## src/rtl/esp_pkg.sv

```systemverilog
// Shared types and constants of the encoder speed estimator.
package esp_pkg;

  typedef struct packed {
    logic signed [31:0] raw_count;
    logic        [47:0] time_us;
  } esp_in_t;

  typedef struct packed {
    logic signed [31:0] position_count;
    logic signed [31:0] speed_rps_q16;
    logic signed [47:0] accel_rps2_q16;
    logic        [31:0] jump_total;
    logic               rejected;
  } esp_out_t;

  localparam int unsigned CfgIdxW  = 3;
  localparam int unsigned CfgDataW = 32;

  typedef enum logic [2:0] {
    CFG_CPR     = 3'd0,
    CFG_ABS     = 3'd1,
    CFG_REV     = 3'd2,
    CFG_SPD_LIM = 3'd3,
    CFG_CYC_TO  = 3'd4,
    CFG_VEL_TO  = 3'd5
  } esp_cfg_e;

  localparam logic [15:0] CPR_RST      = 16'd2048;
  localparam logic [31:0] SPD_LIM_RST  = 32'd34314650;
  localparam logic [31:0] CYC_TO_RST   = 32'd100000;
  localparam logic [31:0] VEL_TO_RST   = 32'd100000;

  // 2*pi in Q3.29
  localparam logic [31:0] TWO_PI_Q29   = 32'd3373259426;
  localparam logic [19:0] US_PER_S     = 20'd1000000;

  localparam int unsigned MulW    = 128;
  localparam int unsigned MulOpW  = 64;
  localparam int unsigned DivNumW = 68;
  localparam int unsigned DivDenW = 64;

  typedef enum logic [3:0] {
    S_IDLE,
    S_DELTA,
    S_PREP,
    S_MUL_L,
    S_WAIT_L,
    S_MUL_R,
    S_WAIT_R,
    S_DECIDE,
    S_DIV_S,
    S_WAIT_S,
    S_ACC_PREP,
    S_DIV_A,
    S_WAIT_A,
    S_FINAL,
    S_EMIT
  } esp_state_e;

  typedef enum logic {
    MUL_LHS,
    MUL_RHS
  } esp_mul_sel_e;

  typedef enum logic {
    DIV_SPEED,
    DIV_ACCEL
  } esp_div_sel_e;

  typedef struct packed {
    logic         load_in;
    logic         calc_gap;
    logic         prep;
    logic         mul_start;
    esp_mul_sel_e mul_sel;
    logic         save_lhs;
    logic         commit_rej;
    logic         commit_ok;
    logic         div_start;
    esp_div_sel_e div_sel;
    logic         save_speed;
    logic         acc_prep;
    logic         save_accel;
    logic         finalize;
    logic         out_load;
  } esp_cmd_t;

  typedef struct packed {
    logic dt_pos;
    logic gap_nz;
    logic check_limit;
    logic reject;
    logic mul_busy;
    logic div_busy;
  } esp_sts_t;

endpackage

```

## src/rtl/esp_ctrl.sv

```systemverilog
// Sequencer: walks one request through gap, limit test, speed and acceleration.
module esp_ctrl import esp_pkg::*; (
  input  logic     clk_i,
  input  logic     rst_ni,
  input  logic     in_valid_i,
  output logic     in_ready_o,
  output logic     out_valid_o,
  input  logic     out_ready_i,
  input  esp_sts_t sts_i,
  output esp_cmd_t cmd_o
);

  esp_state_e state_q, state_d;
  logic       out_valid_q, out_valid_d;

  always_ff @(posedge clk_i or negedge rst_ni) begin
    if (!rst_ni) begin
      state_q     <= S_IDLE;
      out_valid_q <= 1'b0;
    end else begin
      state_q     <= state_d;
      out_valid_q <= out_valid_d;
    end
  end

  always_comb begin
    state_d     = state_q;
    cmd_o       = '0;
    in_ready_o  = 1'b0;
    out_valid_d = out_valid_q && !out_ready_i;
    case (state_q)
      S_IDLE: begin
        in_ready_o = 1'b1;
        if (in_valid_i) begin
          cmd_o.load_in = 1'b1;
          state_d       = S_DELTA;
        end
      end
      S_DELTA: begin
        if (sts_i.dt_pos) begin
          cmd_o.calc_gap = 1'b1;
          state_d        = S_PREP;
        end else begin
          state_d = S_EMIT;
        end
      end
      S_PREP: begin
        cmd_o.prep = 1'b1;
        state_d    = sts_i.check_limit ? S_MUL_L : S_DECIDE;
      end
      S_MUL_L: begin
        cmd_o.mul_start = 1'b1;
        cmd_o.mul_sel   = MUL_LHS;
        state_d         = S_WAIT_L;
      end
      S_WAIT_L: begin
        if (!sts_i.mul_busy) begin
          cmd_o.save_lhs = 1'b1;
          state_d        = S_MUL_R;
        end
      end
      S_MUL_R: begin
        cmd_o.mul_start = 1'b1;
        cmd_o.mul_sel   = MUL_RHS;
        state_d         = S_WAIT_R;
      end
      S_WAIT_R: begin
        if (!sts_i.mul_busy) begin
          state_d = S_DECIDE;
        end
      end
      S_DECIDE: begin
        if (sts_i.reject) begin
          cmd_o.commit_rej = 1'b1;
          state_d          = S_EMIT;
        end else begin
          cmd_o.commit_ok = 1'b1;
          state_d         = sts_i.gap_nz ? S_DIV_S : S_FINAL;
        end
      end
      S_DIV_S: begin
        cmd_o.div_start = 1'b1;
        cmd_o.div_sel   = DIV_SPEED;
        state_d         = S_WAIT_S;
      end
      S_WAIT_S: begin
        if (!sts_i.div_busy) begin
          cmd_o.save_speed = 1'b1;
          state_d          = S_ACC_PREP;
        end
      end
      S_ACC_PREP: begin
        cmd_o.acc_prep = 1'b1;
        state_d        = S_DIV_A;
      end
      S_DIV_A: begin
        cmd_o.div_start = 1'b1;
        cmd_o.div_sel   = DIV_ACCEL;
        state_d         = S_WAIT_A;
      end
      S_WAIT_A: begin
        if (!sts_i.div_busy) begin
          cmd_o.save_accel = 1'b1;
          state_d          = S_FINAL;
        end
      end
      S_FINAL: begin
        cmd_o.finalize = 1'b1;
        state_d        = S_EMIT;
      end
      S_EMIT: begin
        // result register free or being emptied this cycle
        if (!out_valid_q || out_ready_i) begin
          cmd_o.out_load = 1'b1;
          out_valid_d    = 1'b1;
          state_d        = S_IDLE;
        end
      end
      default: begin
        state_d = S_IDLE;
      end
    endcase
  end

  assign out_valid_o = out_valid_q;

`ifndef SYNTH
  a_mul_start_idle: assert property (@(posedge clk_i) disable iff (!rst_ni)
    cmd_o.mul_start |-> !sts_i.mul_busy)
    else $error("multiplier restarted while busy");

  a_div_start_idle: assert property (@(posedge clk_i) disable iff (!rst_ni)
    cmd_o.div_start |-> !sts_i.div_busy)
    else $error("divider restarted while busy");

  a_load_free_slot: assert property (@(posedge clk_i) disable iff (!rst_ni)
    cmd_o.out_load |-> (!out_valid_q || out_ready_i))
    else $error("result overwritten before it was taken");

  a_accept_units_idle: assert property (@(posedge clk_i) disable iff (!rst_ni)
    (in_valid_i && in_ready_o) |-> (!sts_i.mul_busy && !sts_i.div_busy))
    else $error("request accepted while an arithmetic unit is busy");

  a_commit_once: assert property (@(posedge clk_i) disable iff (!rst_ni)
    !(cmd_o.commit_rej && cmd_o.commit_ok))
    else $error("request both rejected and accepted");
`endif

endmodule
```

## config.mk

```make
export PLATFORM = sky130hd
export DESIGN_NAME = esp_ctrl
export DESIGN_NICKNAME = d
export VERILOG_FILES = /design/src/rtl/esp_pkg.sv /design/src/rtl/esp_ctrl.sv
export SDC_FILE = /design/constraint.sdc
export NUM_CORES = 1
export LEC_CHECK = 0
export BUFFER_PORTS_ARGS = -buffer_cell sky130_fd_sc_hd__buf_2
export CORE_AREA = 2 2 39 41
export DETAILED_ROUTE_END_ITERATION = 7
export DIE_AREA = 0 0 41 43
export PLACE_DENSITY = 0.69
export SLEW_MARGIN = 0
export SYNTH_ARGS = -nofsm -noshare
export SYNTH_HDL_FRONTEND = slang
export SYNTH_SLANG_ARGS = --single-unit
```

## constraint.sdc

```tcl
create_clock -name clk_i -period 1.5 [get_ports clk_i]
set_clock_uncertainty 0.2 [all_clocks]
set_input_delay 0.3 -clock clk_i [delete_from_list [all_inputs] [get_ports clk_i]]
set_output_delay 0.3 -clock clk_i [all_outputs]
set_load 0.05 [all_outputs]
```

==> run_results.csv, run 1 <==
group,metric,value,unit
run_status,status,"aborted with a tool error",
run_status,stop_stage,"global routing (5_1_grt)",
run_status,toolErrorMsg,"[ERROR DPL-0038] Utilization greater than 100%, impossible to legalize",
placed_design,post-place-ws,-0.327,ns
placed_design,gp_congestion,0.925,
synthesis,yosysSeqAreaShare,26.5,%
clocking,clockBufferDepth,2,
placed_design,dp_cells,131,
synthesis,netlist_area,472,µm²
synthesis,netlist_instances,67,
clocking,cts_buffers,3,
floorplan,start_util,34.1,%
synthesis,syn_nets,77,
synthesis,ys_seq_elements,5,
synthesis,synth-edff-count,0,
synthesis,ys_types,29,
floorplan,die_width,41,µm
clocking,clock_sinks,5,
timing,worstEpCategory,"primary output",
synthesis,ys_warn_count,0,
placed_design,port_buffers,26,
floorplan,fp-row-count,14,
global_routing,grt_max_degree,9,
synthesis,syn_avg_cell_area,7.04,µm²
floorplan,die_h,43,µm
timing,crit_endpoint,"cmd_o[2]",
synthesis,async_flop_share,100,%
clocking,htreeDepth,1,
placed_design,hpwl,1530,µm
clocking,cts_root_buf,"clkbuf_4",
floorplan,ios,27,
placed_design,dpl-instance-area,1010,µm²
synthesis,synthFlopType,"dfrtp_1",
==> per-stage QoR <==
| step | setup TNS (ns) | hold slack (ns) |
|---|---|---|
| 2_1_floorplan | -4.26 | -0.196 |
| 3_3_place_gp | -3.83 | -0.0835 |
| 3_5_place_dp | -3.99 | -0.0800 |
| 4_1_cts | -5.68 | 0.172 |
==> Yosys cell counts, types with 2 or more instances <==
master / count / area, µm²
dfrtp_1: 5 / 125
inv_1: 4 / 15.0
buf_2: 3 / 15.0
nand2b_1: 4 / 25.0
a31oi_1: 6 / 37.5
nor4_1: 2 / 12.5
nand3_1: 3 / 15.0
nand2_1: 5 / 18.8
nor2_1: 11 / 41.3
o21ai_1: 2 / 10.0
nor3_1: 4 / 20.0
==> kinds of logic after synthesis <==
logic type / Yosys count / synth area share, %
simple gates: 37 / 41.6
xor+xnor: 1 / 1.86
compound gates: 15 / 20.4
buf+inv: 9 / 9.55
flops: 5 / 26.5
==> timing repair <==
item | in CTS
hold buffers | 1
buffers inserted | 4
endpoints found under the hold margin | 5
resized for setup | 48
pin swaps | 4
setup endpoints to repair | 19
gates cloned | 0
==> run 2: changes to the inputs <==
Settings changed: CORE_AREA 2 2 39 41 to 2 2 63 65, DIE_AREA 0 0 41 43 to 0 0 65 67, PLACE_DENSITY 0.69 to default, PLACE_DENSITY_LB_ADDON from default to 0.15.
==> run_results.csv, run 2 <==
group,metric,value,unit
timing,slew_viol_final,0,
synthesis,yosysSeqAreaShare,26.5,%
final_layout,drive_gt1_share,74.4,%
drt,wirelength,2010,µm
run_status,status,"complete, but fails checks",
synthesis,yosysTopAreaCell,"dfrtp_1",
drt,drtIter0Drc,10,
drt,avgViaCountPerCell,4.13,
critical_path,arrival,1.37,ns
clocking,cts_buffers,3,
clocking,cts_tree,"done",
drt,final_antenna_net_count,0,
synthesis,synth-simple-area-share,41.6,%
timing,fmax,536,MHz
power_and_ir_drop,pwr-share-seq,11.3,%
clocking,clock_sinks,5,
power_and_ir_drop,p_sw,1560,µW
power_and_ir_drop,power_frac_clock,7.7,%
power_and_ir_drop,power_density,2320,nW/µm²
synthesis,ys_seq_elements,5,
timing,layout_setup_ws,-0.366,ns
clocking,clockBufferDepth,2,
synthesis,synthFlopType,"dfrtp_1",
final_layout,areaGrowthSynthToFinish,189,%
drt,wl_per_cell,11.6,µm
global_routing,grt_max_degree,9,
synthesis,synth-edff-count,0,
timing,setup_violations,19,
run_status,failed_checks,"negative setup slack",
critical_path,worstPathMaxFanout,4,
placed_design,dp_cells,158,
placed_design,gp_congestion,0.748,
timing,worst_pin_slew,0.278,ns
power_and_ir_drop,leakage,0.000581,µW
global_routing,grt_pass1_wl,3310,µm
final_layout,finalNetCount,136,
synthesis,yosysMostFrequentCell,"nor2_1",
critical_path,r2r-end,"state_q[0]",
synthesis,synth_top_cells_by_count,"11 x nor2_1, 6 x a31oi_1, 5 x dfrtp_1, 5 x nand2_1",
final_layout,largest_reg_flops,4,
global_routing,grt_pass1_vias,694,
synthesis,ys_warn_count,0,
critical_path,r2r_cells,7,
global_routing,grtUsageTotal,9.95,%
floorplan,fp.coreArea,3610,µm²
power_and_ir_drop,pwr-share-comb,81.0,%
final_layout,regMostFlops,"state_q",
final_layout,layout_common_cells,"21 x buf_6, 20 x buf_4, 10 x buf_2",
timing,tns,-5.33,ns
timing,fin_crit_sh,124,%
floorplan,dieArea,4360,µm²
synthesis,synth-compound-area-share,20.4,%
critical_path,start_kind,"register",
critical_path,crit_path_end_kind,"output pin",
timing,slew_headroom,81.4,%
clocking,cts_root_buf,"clkbuf_8",
drt,drc,0,
synthesis,netlist_area,472,µm²
drt,first_pass_iters,4,
clocking,htreeDepth,1,
synthesis,synth_top_area_share,26.5,%
hold_path,hold_class,"in2reg",
placed_design,hpwl,1520,µm
final_layout,final_common_cell,"buf_6",
floorplan,die_width,65,µm
final_layout,diodes,0,
synthesis,synth_xor_area_share,1.86,%
critical_path,worstSetupPathType,"reg2out",
hold_path,hold_path_startpoint,"sts_i[1]",
synthesis,synth_area_leaders,"dfrtp_1 27%, nor2_1 8.8%, a31oi_1 8.0%",
floorplan,fp-row-count,22,
timing,fin_crit,1.87,ns
timing,finalHoldViolations,0,
hold_path,min_path_cells,3,
clocking,clk_pin_slew,0.04,ns
drt,num_vias,715,
synthesis,syn_nets,77,
synthesis,ys_types,29,
hold_path,hold_end,"state_q[1]",
run,cap_violations,0,
critical_path,reg2reg_from,"state_q[3]",
power_and_ir_drop,ir_drop,0.595,mV
synthesis,netlist_instances,67,
synthesis,async_flop_share,100,%
critical_path,r2r_slack,-0.22,ns
critical_path,worstPathRequired,1.00,ns
final_layout,utilization,37.8,%
placed_design,port_buffers,26,
floorplan,die_h,67,µm
timing,rsz0062_at_grt,"true",
synthesis,syn_avg_cell_area,7.04,µm²
floorplan,ios,27,
global_routing,grt_overflow_total,0,
power_and_ir_drop,p_sw_share,49.5,%
clocking,clk_latency,0.21,ns
final_layout,fin_cells,173,
synthesis,synth_top_family_by_area,"simple AND/OR/NAND/NOR gates",
power_and_ir_drop,p_int,1590,µW
floorplan,start_util,13.1,%
synthesis,synthAdderAreaFrac,0,%
global_routing,grt_antenna_before_repair,0,
synthesis,synthMuxAreaShare,0,%
run 2: worst max-delay path, cell delays in order, from the launching register on:
cell and delay [ns]:
dfrtp_2 0.43, buf_6 0.13, nor4_4 0.26, and2_4 0.19
buf_8 0.14
run 2: cell type report:
| type | count | area (µm²) |
|---|---|---|
| tap | 48 | 60.1 |
| fill | 360 | 2240 |
| multi-input combinational | 53 | 559 |
| clock buffer | 4 | 45.0 |
| inverter | 5 | 26.3 |
| sequential | 5 | 130 |
| timing repair buffer | 58 | 542 |
run 2: worst max-delay path by stage:
stage	start	end	cells after the start
final	state_q[0]	cmd_o[14]	4
after global routing	state_q[0]	cmd_o[14]	4
after CTS	state_q[0]	cmd_o[14]	4
after detailed placement	state_q[2]	cmd_o[7]	5
after global placement	state_q[2]	cmd_o[2]	4
after floorplan	state_q[2]	cmd_o[14]	2
run 2: power groups by stage:
stage	combinational [µW]	clock (µW)	sequential, µW
final	2560	243	358
after global routing	2710	267	377
after CTS	2410	250	358
after detailed placement	1970	0	344
after global placement	2000	0	343
after floorplan	1380	0	349
run 2: repair_timing:
| item | 4_1_cts | 5_1_grt |
|---|---|---|
| endpoints found under the hold margin | 5 | 0 |
| pin swaps | 9 | 8 |
| endpoints found under the setup margin | 20 | 20 |
| resized for setup | 49 | 12 |
| hold buffers | 1 | 0 |
| cloned | 0 | 0 |
| buffers inserted | 7 | 6 |
run 2: cells by family after synthesis:
logic type	after synthesis
AND/OR/NAND/NOR	37
buffers and inverters	9
XOR/XNOR	1
AO/OA/AOI/OAI	15
flip-flops	5
run 2: routing by layer:
layer / track usage (%) / share of wire (%)
met5: 0 / 0
met4: 3.19 / 0
met3: 1.01 / 1.3
met2: 17.4 / 55
met1: 12.8 / 44
run 2: stage by stage:
step | cell area, µm² | total power, µW | worst slack (ns) | hold slack (ns)
after floorplan | 694 | 1730 | -0.496 | -0.196
after global placement | 1010 | 2340 | -0.261 | -0.0826
after detailed placement | 1010 | 2320 | -0.271 | -0.0790
after CTS | 1290 | 3020 | -0.382 | 0.210
after global routing | 1360 | 3350 | -0.423 | 0.248
final | 1360 | 3160 | -0.366 | 0.204
Power figures use the tool's default switching activity.
